File: src/design/lrdp_pkg.sv
// Package: sizes, beat payload types and chain control type for the LRU demand pager.
package lrdp_pkg;

  localparam int NUM_FRAMES        = 8;
  localparam int NUM_PROCESSES     = 8;
  localparam int PAGES_PER_PROCESS = 16;
  localparam int NUM_SLOTS         = NUM_PROCESSES * PAGES_PER_PROCESS;

  localparam int PID_W   = 3;
  localparam int VP_W    = 4;
  localparam int IDX_W   = PID_W + VP_W;
  localparam int FRAME_W = 3;
  localparam int SLOT_W  = 7;
  localparam int CNT_W   = FRAME_W + 1;
  localparam int ALLOC_W = SLOT_W + 1;

  typedef struct packed {
    logic [PID_W-1:0] process_id;
    logic [VP_W-1:0]  virtual_page;
    logic             is_write;
  } in_t;

  typedef struct packed {
    logic               hit;
    logic [FRAME_W-1:0] frame;
    logic               evicted_valid;
    logic [PID_W-1:0]   evicted_process;
    logic [VP_W-1:0]    evicted_page;
    logic               writeback_valid;
    logic [SLOT_W-1:0]  writeback_slot;
    logic               fill_valid;
    logic [SLOT_W-1:0]  fill_slot;
  } out_t;

  // page table entry; number is a frame while present, a swap slot while mapped
  typedef struct packed {
    logic              present;
    logic              dirty;
    logic              mapped;
    logic [SLOT_W-1:0] number;
  } pte_t;

  // command broadcast to every recency cell
  typedef struct packed {
    logic             touch;   // remove target (or head on evict), put target at tail
    logic             append;  // write target into the tail cell
    logic [IDX_W-1:0] target;
  } cell_ctl_t;

endpackage

File: src/design/lrdp_cell.sv
// One recency cell: holds one resident page index, shifts toward the LRU end.
module lrdp_cell (
  input  logic                     clk,
  input  logic                     rst_n,
  input  lrdp_pkg::cell_ctl_t      ctl,
  input  logic                     tail,
  input  logic                     seen_in,
  input  logic [lrdp_pkg::IDX_W-1:0] right_idx,
  output logic                     seen_out,
  output logic [lrdp_pkg::IDX_W-1:0] idx
);
  import lrdp_pkg::*;

  logic [IDX_W-1:0] idx_r, idx_nxt;
  logic             vld_r, vld_nxt;

  // seen passes down the row: set from the matching cell onward
  assign seen_out = seen_in | (vld_r && (idx_r == ctl.target));
  assign idx      = idx_r;

  always_comb begin
    idx_nxt = idx_r;
    vld_nxt = vld_r;
    if (ctl.append && tail) begin
      idx_nxt = ctl.target;
      vld_nxt = 1'b1;
    end else if (ctl.touch) begin
      if (tail) begin
        idx_nxt = ctl.target;
      end else if (seen_out) begin
        idx_nxt = right_idx;
      end
    end
  end

  always_ff @(posedge clk) begin
    if (!rst_n) begin
      vld_r <= 1'b0;
    end else begin
      vld_r <= vld_nxt;
    end
    idx_r <= idx_nxt;
  end

endmodule

File: src/design/lru_demand_pager_with_swap.sv
// Top level: LRU demand pager with swap, page table memory and recency cell row.
//
// One access per start beat; busy stays high until the result beat is built.
// A hit passes S_LOOK; a miss also passes S_FILL, with S_VICT before it when it
// evicts. The result strobe out_valid rises at the same edge at which busy falls
// and lasts one cycle, and the receiver cannot stall it. These paths are set by
// the single read port of the page table: the accessed entry and the victim
// entry are read one after the other, and each write back has its own state.
// The LRU order lives in a row of eight cells that shift toward the head.
// Swap slots are never released, so the lowest unused slot is a count.
module lru_demand_pager_with_swap (
  input  logic           clk,
  input  logic           rst_n,
  input  logic           start,
  output logic           busy,
  input  lrdp_pkg::in_t  in_data,
  output logic           out_valid,
  output lrdp_pkg::out_t out_data
);
  import lrdp_pkg::*;

  localparam logic [1:0] S_IDLE = 2'd0;
  localparam logic [1:0] S_LOOK = 2'd1;
  localparam logic [1:0] S_VICT = 2'd2;
  localparam logic [1:0] S_FILL = 2'd3;

  logic [1:0]         state_r, state_nxt;
  in_t                item_r;
  pte_t               ent_r, ent_nxt;
  out_t               res_r, res_nxt;
  out_t               out_r, out_nxt;
  logic               out_valid_r, out_valid_nxt;
  logic [CNT_W-1:0]   count_r, count_nxt;
  logic [NUM_FRAMES-1:0] fbusy_r, fbusy_nxt;
  logic [NUM_FRAMES-1:0] org_has_r;
  logic [SLOT_W-1:0]  org_slot_r [NUM_FRAMES];
  logic               org_we;
  logic               org_has_wd;
  logic [SLOT_W-1:0]  org_slot_wd;
  logic [ALLOC_W-1:0] alloc_r, alloc_nxt;
  logic [FRAME_W-1:0] frame_r, frame_nxt;
  logic               evicted_r, evicted_nxt;

  // page table: registered read, one write per cycle
  pte_t               pt_mem [NUM_SLOTS];
  logic [NUM_SLOTS-1:0] pt_vld_r;
  pte_t               pt_rd_r;
  logic               pt_rd_vld_r;
  logic [IDX_W-1:0]   rd_addr;
  logic               pt_we;
  logic [IDX_W-1:0]   pt_wa;
  pte_t               pt_wd;
  pte_t               rd_ent;

  // recency row
  cell_ctl_t          ctl;
  logic [CNT_W-1:0]   tail_pos;
  logic [NUM_FRAMES:0] seen;
  logic [IDX_W-1:0]   cell_idx [NUM_FRAMES+1];

  logic [IDX_W-1:0]   item_idx;
  logic [FRAME_W-1:0] free_f;
  logic [FRAME_W-1:0] pf;

  assign busy      = (state_r != S_IDLE);
  assign out_valid = out_valid_r;
  assign out_data  = out_r;
  assign item_idx  = {item_r.process_id, item_r.virtual_page};
  assign rd_addr   = (state_r == S_IDLE) ? {in_data.process_id, in_data.virtual_page}
                                         : cell_idx[0];
  assign rd_ent    = pt_rd_vld_r ? pt_rd_r : '0;
  assign pf        = rd_ent.number[FRAME_W-1:0];

  always_ff @(posedge clk) begin
    if (pt_we) begin
      pt_mem[pt_wa] <= pt_wd;
    end
    pt_rd_r <= pt_mem[rd_addr];
  end

  always_ff @(posedge clk) begin
    if (!rst_n) begin
      pt_vld_r    <= '0;
      pt_rd_vld_r <= 1'b0;
    end else begin
      if (pt_we) begin
        pt_vld_r[pt_wa] <= 1'b1;
      end
      pt_rd_vld_r <= pt_vld_r[rd_addr];
    end
  end

  // lowest free frame
  always_comb begin
    free_f = '0;
    for (int i = NUM_FRAMES - 1; i >= 0; i--) begin
      if (!fbusy_r[i]) begin
        free_f = FRAME_W'(i);
      end
    end
  end

  // cell row: head is least recent
  assign cell_idx[NUM_FRAMES] = '0;
  assign tail_pos = ctl.touch ? (count_r - CNT_W'(1)) : count_r;

  generate
    for (genvar g = 0; g < NUM_FRAMES; g++) begin : g_cell
      lrdp_cell u_cell (
        .clk       (clk),
        .rst_n     (rst_n),
        .ctl       (ctl),
        .tail      (tail_pos == CNT_W'(g)),
        .seen_in   (seen[g]),
        .right_idx (cell_idx[g+1]),
        .seen_out  (seen[g+1]),
        .idx       (cell_idx[g])
      );
    end
  endgenerate

  always_comb begin
    state_nxt     = state_r;
    ent_nxt       = ent_r;
    res_nxt       = res_r;
    out_nxt       = out_r;
    out_valid_nxt = 1'b0;
    count_nxt     = count_r;
    fbusy_nxt     = fbusy_r;
    alloc_nxt     = alloc_r;
    frame_nxt     = frame_r;
    evicted_nxt   = evicted_r;
    org_we        = 1'b0;
    org_has_wd    = 1'b0;
    org_slot_wd   = '0;
    pt_we         = 1'b0;
    pt_wa         = item_idx;
    pt_wd         = '0;
    ctl           = '0;
    ctl.target    = item_idx;
    seen[0]       = 1'b0;

    case (state_r)
      S_IDLE: begin
        if (start) begin
          state_nxt = S_LOOK;
        end
      end
      S_LOOK: begin
        ent_nxt     = rd_ent;
        res_nxt     = '0;
        evicted_nxt = 1'b0;
        if (rd_ent.present) begin
          // hit: move to most-recent end, maybe mark dirty
          pt_we        = 1'b1;
          pt_wd        = rd_ent;
          pt_wd.dirty  = rd_ent.dirty | item_r.is_write;
          ctl.touch    = 1'b1;
          out_nxt      = '0;
          out_nxt.hit  = 1'b1;
          out_nxt.frame = rd_ent.number[FRAME_W-1:0];
          out_valid_nxt = 1'b1;
          state_nxt    = S_IDLE;
        end else if (count_r == CNT_W'(NUM_FRAMES)) begin
          state_nxt = S_VICT;   // head entry is being read this edge
        end else begin
          frame_nxt = free_f;
          state_nxt = S_FILL;
        end
      end
      S_VICT: begin
        // victim is the head cell; its frame is the only one that frees up
        pt_we       = 1'b1;
        pt_wa       = cell_idx[0];
        pt_wd       = '0;
        res_nxt.evicted_valid   = 1'b1;
        res_nxt.evicted_process = cell_idx[0][IDX_W-1:VP_W];
        res_nxt.evicted_page    = cell_idx[0][VP_W-1:0];
        if (org_has_r[pf]) begin
          pt_wd.mapped = 1'b1;
          pt_wd.number = org_slot_r[pf];
          if (rd_ent.dirty) begin
            res_nxt.writeback_valid = 1'b1;
            res_nxt.writeback_slot  = org_slot_r[pf];
          end
        end else if (alloc_r != ALLOC_W'(NUM_SLOTS)) begin
          pt_wd.mapped = 1'b1;
          pt_wd.number = alloc_r[SLOT_W-1:0];
          res_nxt.writeback_valid = 1'b1;
          res_nxt.writeback_slot  = alloc_r[SLOT_W-1:0];
          alloc_nxt = alloc_r + ALLOC_W'(1);
        end
        // drop head, new page to tail in one shift
        ctl.touch   = 1'b1;
        seen[0]     = 1'b1;
        frame_nxt   = pf;
        evicted_nxt = 1'b1;
        state_nxt   = S_FILL;
      end
      S_FILL: begin
        pt_we        = 1'b1;
        pt_wd        = '0;
        pt_wd.present = 1'b1;
        pt_wd.dirty  = item_r.is_write;
        pt_wd.number = SLOT_W'(frame_r);
        org_we       = 1'b1;
        org_has_wd   = ent_r.mapped;
        org_slot_wd  = ent_r.mapped ? ent_r.number : '0;
        if (!evicted_r) begin
          ctl.append = 1'b1;
          count_nxt  = count_r + CNT_W'(1);
          fbusy_nxt[frame_r] = 1'b1;
        end
        out_nxt       = res_r;
        out_nxt.frame = frame_r;
        if (ent_r.mapped) begin
          out_nxt.fill_valid = 1'b1;
          out_nxt.fill_slot  = ent_r.number;
        end
        out_valid_nxt = 1'b1;
        state_nxt     = S_IDLE;
      end
      default: begin
        state_nxt = S_IDLE;
      end
    endcase
  end

  always_ff @(posedge clk) begin
    if (!rst_n) begin
      state_r     <= S_IDLE;
      out_valid_r <= 1'b0;
      count_r     <= '0;
      fbusy_r     <= '0;
      org_has_r   <= '0;
      alloc_r     <= '0;
    end else begin
      state_r     <= state_nxt;
      out_valid_r <= out_valid_nxt;
      count_r     <= count_nxt;
      fbusy_r     <= fbusy_nxt;
      alloc_r     <= alloc_nxt;
      if (org_we) begin
        org_has_r[frame_r] <= org_has_wd;
      end
    end
    if (org_we) begin
      org_slot_r[frame_r] <= org_slot_wd;
    end
    if (start && !busy) begin
      item_r <= in_data;
    end
    ent_r     <= ent_nxt;
    res_r     <= res_nxt;
    out_r     <= out_nxt;
    frame_r   <= frame_nxt;
    evicted_r <= evicted_nxt;
  end

  a_count_range: assert property (@(posedge clk) disable iff (!rst_n)
    count_r <= CNT_W'(NUM_FRAMES))
    else $error("resident count above frame count");

  a_busy_frames: assert property (@(posedge clk) disable iff (!rst_n)
    $countones(fbusy_r) == int'(count_r))
    else $error("busy frames disagree with resident count");

  a_out_after_work: assert property (@(posedge clk) disable iff (!rst_n)
    out_valid_r |-> $past(state_r) == S_LOOK || $past(state_r) == S_FILL)
    else $error("result beat without finished access");

  a_vict_full: assert property (@(posedge clk) disable iff (!rst_n)
    state_r == S_VICT |-> count_r == CNT_W'(NUM_FRAMES))
    else $error("eviction with free frame");

endmodule
File: config.mk
export PLATFORM = sky130hd
export DESIGN_NAME = lru_demand_pager_with_swap
export DESIGN_NICKNAME = d
export VERILOG_FILES = /design/src/design/lrdp_pkg.sv /design/src/design/lrdp_cell.sv /design/src/design/lru_demand_pager_with_swap.sv
export SDC_FILE = /design/constraint.sdc
export NUM_CORES = 2
export LEC_CHECK = 0
export BUFFER_PORTS_ARGS = -buffer_cell sky130_fd_sc_hd__buf_2
export CORE_UTILIZATION = 25
export CTS_BUF_LIST = sky130_fd_sc_hd__clkbuf_4 sky130_fd_sc_hd__clkbuf_8
export CTS_CLUSTER_SIZE = 25
export DETAILED_ROUTE_END_ITERATION = 8
export PLACE_DENSITY = 0.39
export SLEW_MARGIN = 10
export SYNTH_ARGS = -nofsm -noshare
export SYNTH_HDL_FRONTEND = slang
export SYNTH_SLANG_ARGS = --single-unit
File: constraint.sdc
create_clock -name clk -period 10.65 [get_ports clk]
set_clock_uncertainty 0.15 [all_clocks]
set_input_delay 0.5325 -clock clk [delete_from_list [all_inputs] [get_ports clk]]
set_output_delay 0.5325 -clock clk [all_outputs]
set_load 0.005 [all_outputs]
# Word-level counts from Yosys, hierarchy flattened

Memories as Yosys holds them, arrays and structs flattened. A register that Yosys moved wholly into a read port is not among the register bits.
Cells that the tools add are included.

Add/subtract/negate cells: 3
Magnitude comparators: 6
Equal/unequal tests: 26
Multiplexer cells: 87
Bitwise gates (word level): 13
Reduce and logical (&&, ||, !) cells: 55

Operators with widths:

| kind                                                        | number |
|---|---|
| two-way mux 7 bit                                           | 36 |
| OR 128 bit                                                  | 1 |
| == test 7 bit                                               | 8 |
| case mux 28 bit (2 select lines)                            | 1 |
| two-way mux 8 bit                                           | 6 |
| case mux 16 bit (2 select lines)                            | 1 |
| two-way mux 3 bit                                           | 10 |
| case mux 10 bit (3 select lines)                            | 1 |
| two-way mux 28 bit                                          | 1 |
| nonzero test 3 bit                                          | 8 |
| nonzero test 2 bit                                          | 11 |
| two-way mux 10 bit                                          | 2 |
| AND reduction 2 bit                                         | 10 |
| logical AND 1 bit                                           | 19 |
| == test 4 x 3 -> 1 bit (second input constant)              | 4 |
| less-than comparator 7 x 8 -> 1 bit (second input constant) | 2 |
| two-way mux 1 bit                                           | 15 |
| OR 1 bit                                                    | 9 |
| AND reduction 3 bit                                         | 3 |
| adder 8 x 1 -> 8 bit (second input constant)                | 1 |
| bitwise mux 8 bit                                           | 1 |
| == test 4 x 2 -> 1 bit (second input constant)              | 2 |
| less-than comparator 3 x 4 -> 1 bit (second input constant) | 2 |
| != test 2 bit (second input constant)                       | 4 |
| 25 further kinds                                            | 32 |

Register bits after elaboration: 288
Memory bits (writable): 1,336
Bits of input ports: 11
Output and inout bits: 30
Logic and storage cells: 237
Memories kept: 2

Memories:

| memory     | depth | width | rd ports | clocked after memory_dff | write ports | line                             | RTL |
|---|---|---|---|---|---|---|---|
| pt_mem     | 128   | 10    | 1        | 1                        | 1           | lru_demand_pager_with_swap.sv:45 | `pte_t pt_mem [NUM_SLOTS];` |
| org_slot_r | 8     | 7     | 1        | 0                        | 1           | lru_demand_pager_with_swap.sv:36 | `logic [SLOT_W-1:0] org_slot_r [NUM_FRAMES];` |

# Logic depth before layout (Yosys ltp)

Depth in word-level cells: 14
Gate-level depth with buffers: 15
Mapped depth without buffers: 10

# Hierarchy

From an unflattened synthesis, not the netlist that was laid out.

Cells, all modules: 4,674
Area, all modules: 65,492.8 um^2

Modules (own cells, without submodules):

| module                     | times used | cells each | area an instance (um^2) | sequential area each (um^2) |
|---|---|---|---|---|
| lru_demand_pager_with_swap | 1          | 4,434      | 62,109.6                | 45,413.6 |
| lrdp_cell                  | 8          | 30         | 422.9                   | 230.2 |

# Worst setup path before layout

OpenSTA, ideal clock, no wires.

Path kind: flip-flop to flip-flop
From: register (tool-made name)
To: memory pt_mem[0][8] (netlist name) (data pin)
Library setup time: 1,153 ps
Arrival time: 6,224 ps
Data required time: 9,347 ps
Path slack: 3,123 ps
Cell stages (with the launch flop): 7
Buffers on the path: 1
Clock period less this slack: 7,527 ps
Cell sequence: dfxtp_1 > inv_1 > ha_1 > and3_1 > clkbuf_1 > a21oi_1 > nor3_1

RTL lines:

| what          | line |
|---|---|
| end, declared | lru_demand_pager_with_swap.sv:45 |

==> results.sh <==
export IMPL_outcome="finished, final reports clean"
export IMPL_grt_max_degree=110
export IMPL_initial_core_util_pct=25.12
export IMPL_path_cells="nand2_1 -> inv_2 -> mux4_2 -> mux2i_1 -> mux2i_1 -> nand2b_1 -> a31oi_4 -> buf_4 -> buf_4"
export IMPL_cp_start_kind="flop"
export IMPL_grt_usage_pct=15.83
export IMPL_max_freq_mhz=161.2
export IMPL_post_route_period_util_pct=58.24
export IMPL_dieArea_mm2=0.2625
export IMPL_path_clk_slew_ps=60
export IMPL_avgSynthCellArea_um2=14.52
export IMPL_synthArstFlopShare_pct=0
export IMPL_antenna_found_initial=14
export IMPL_finalHoldViolations=0
export IMPL_cp_data_arrival_time_ps=6730
export IMPL_r2r_cells=9
export IMPL_nNetsFinal=4796
export IMPL_area_growth_pct=17.39
export IMPL_die_h_um=512.4
export IMPL_synth_top_area_share_pct=67.10
export IMPL_synth_enable_flop_cells=1455
export IMPL_drive_above_1_share_pct=19.32
export IMPL_vias_per_cell=4.645
export IMPL_cts_root_buf="clkbuf_8"
export IMPL_critPathCapture="pt_mem[85][2]"
export IMPL_post_cts_buffers=0
export IMPL_pwr_density_cell_mw_per_mm2=204.4
export IMPL_cts_path_max_buffers=4
export IMPL_slew_viol_final=0
export IMPL_first_global_vias=39270
export IMPL_cp_max_fo=50
export IMPL_yosysSeqAreaShare_pct=72.57
export IMPL_ys_seq_elements=1633
export IMPL_cpPeakStageDelay_ps=940
export IMPL_crit_required_ps=11180
export IMPL_synth_flop_cell="edfxtp_1"
export IMPL_instances_no_fill=8424
export IMPL_dp_hpwl_mm=120.4
export IMPL_cp_end_kind="flop"
export IMPL_finalSetupViolCount=0
export IMPL_hold_start="in_data[4]"
export IMPL_yosys_cell_types_count=66
export IMPL_clock_sinks=1633
export IMPL_final_antenna_net_count=0
export IMPL_grt_overflow=0
export IMPL_layout_min_cycle_time_ps=6202
export IMPL_r2r_end="pt_mem[85][2]"
export IMPL_yosysMostFrequentCell="edfxtp_1"
export IMPL_worst_pin_slew_ps=1298
export IMPL_criticalPathCategory="flop to flop"
export IMPL_setup_tns_final_ps=0
export IMPL_path_delay_family="multiplexers"
export IMPL_cpMaxStageDelayCell="mux2i_1"
export IMPL_drt_initial_drc_count=2985
export IMPL_cts_made_buffers=313
export IMPL_drt_total_wl_mm=211.4
export IMPL_rsz0062_at_grt="false"
export IMPL_r2r_slack_ps=4450
export IMPL_synth_fp_nets=4505
export IMPL_grt_pass1_wl_mm=299.9
export IMPL_p_leak_nw=24.72
export IMPL_maxCapViolCount=0
export IMPL_synth_area_leader_cell="edfxtp_1"
export IMPL_die_w_um=512.4
export IMPL_gp_congestion=0.7600
export IMPL_path_depth=9
export IMPL_critPathBufInv=3
export IMPL_netlist_instances=4485
export IMPL_dp_cells=7852
export IMPL_cp_startpoint="pt_rd_vld_r"
export IMPL_ys_warnings_count=0
export IMPL_coreArea_mm2=0.2592
export IMPL_htreeDepth=5
export IMPL_wl_per_cell_um=25.09
export IMPL_top_level_ports=41
export IMPL_drc_errors=0
export IMPL_relSlewSlack_pct=12.64
export IMPL_vias=39130
export IMPL_rr_startpoint="pt_rd_vld_r"
export IMPL_cts_resized=0
export IMPL_fin_util_pct=29.49
export IMPL_max_vdd_ir_drop_uv=124.3
export IMPL_hold_path_class="input port to flop"
export IMPL_clkLatencyLatePin_ps=1040
export IMPL_synth_area_mm2=0.06512
export IMPL_io_buffers=40
export IMPL_placementRows=187
export IMPL_dr_pass1_iters=5
export IMPL_netlist_top_cells_count="edfxtp_1, nand2_1, a21oi_1"
export IMPL_synth_top_cells_by_area="edfxtp_1, dfxtp_1, mux2i_1"
export IMPL_cts_tree="built"
## area by class of cell
| type | instances | area [µm²] |
|---|---|---|
| fill | 26120 | 182800 |
| clock inverter | 67 | 361.6 |
| sequential | 1633 | 47260 |
| timing repair buffer | 256 | 2008 |
| clock buffer | 483 | 5803 |
| multi-input combinational | 2536 | 16590 |
| inverter | 36 | 135.1 |
| tap | 3402 | 4257 |
| antenna | 11 | 27.53 |
## state kept, by name (all words and copies together), names as in the netlist, 8 cells and up, named ones only
name	flops
out_data	28
g_cell.u_cell.vld_r	8
org_has_r	8
pt_mem	1280
ent_r	8
g_cell.u_cell.idx	56
res_r	16
pt_vld_r	128
alloc_r	8
fbusy_r	8
pt_rd_r	10
org_slot_r	56
## placed cells by master (no fill, tap or decap), drive strengths merged, types with 11 or more instances in the layout
| master | netlist | final |
|---|---|---|
| o21ai | 41 | 41 |
| xor2 | 14 | 14 |
| clkinv | 0 | 57 |
| edfxtp | 1455 | 1455 |
| inv | 36 | 41 |
| and3 | 17 | 17 |
| a21oi | 342 | 342 |
| nand2 | 719 | 719 |
| nor4 | 121 | 121 |
| o21a | 139 | 139 |
| nor2b | 20 | 20 |
| and2 | 38 | 38 |
| clkbuf | 130 | 483 |
| a31oi | 12 | 12 |
| o41ai | 20 | 20 |
| nand3 | 12 | 12 |
| nor2 | 185 | 185 |
| a21boi | 11 | 11 |
| nand4 | 19 | 19 |
| xnor2 | 52 | 52 |
| o32ai | 19 | 19 |
| mux2 | 81 | 81 |
| a22oi | 12 | 12 |
| mux2i | 290 | 290 |
| dfxtp | 178 | 178 |
| nand2b | 11 | 11 |
| o22ai | 156 | 156 |
| nor3 | 68 | 68 |
| buf | 150 | 246 |
| diode | 0 | 11 |
| mux4 | 63 | 63 |
## through the flow
stage / cell area (µm²) / worst slack [ps] / hold slack [ps] / power [mW]
floorplan: 65120 / 3123 / 285.2 / 8.573
global placement: 70090 / 4566 / 291.6 / 9.600
detailed placement: 70140 / 4466 / 297.4 / 9.601
CTS: 76400 / 4354 / 78.64 / 15.85
global route: 76420 / 4018 / 113.8 / 16.24
finish: 76440 / 4448 / 174.4 / 15.63
## worst min-delay path by stage
stage	cells past startpoint	to
6_report	2	ctl[3]
4_1_cts	2	item_r[0]
5_1_grt	2	item_r[0]
3_3_place_gp	1	pt_vld_r[14]
2_1_floorplan	1	pt_vld_r[101]
3_5_place_dp	1	pt_vld_r[83]
## report_power, final
part / switching, mW / total (mW) / internal, mW
Clock: 2.69 / 6.19 / 3.50
Sequential: 0.122 / 7.12 / 7.00
Combinational: 1.63 / 2.32 / 0.691
Total: 4.44 / 15.6 / 11.2
## logic make-up after synthesis
logic type      count (synthesis)  share of synthesized area (%)
compound gates                800                          7.659
xor+xnor                       66                         0.8877
fa+ha+maj                       9                         0.1729
buf+inv                       316                          2.442
flops                        1633                          72.57
mux                           434                          8.057
simple gates                 1227                          8.212
## what timing repair did
item,4_1_cts,5_1_grt
endpoints found under the setup margin,0,0
hold buffers,10,0
endpoints found under the hold margin,35,0
## routing by layer
metal / routed length (µm) / up-vias / share of wire (%) / GRT usage, %
met2: 97680 / 934 / 46 / 25.13
met5: 13 / - / 0.0062 / 0
li1: - / 17650 / - / -
met4: 5024 / 2 / 2.4 / 4.710
met1: 98680 / 20220 / 47 / 22.10
met3: 9968 / 323 / 4.7 / 2.556
Power figures use the tool's default switching activity.
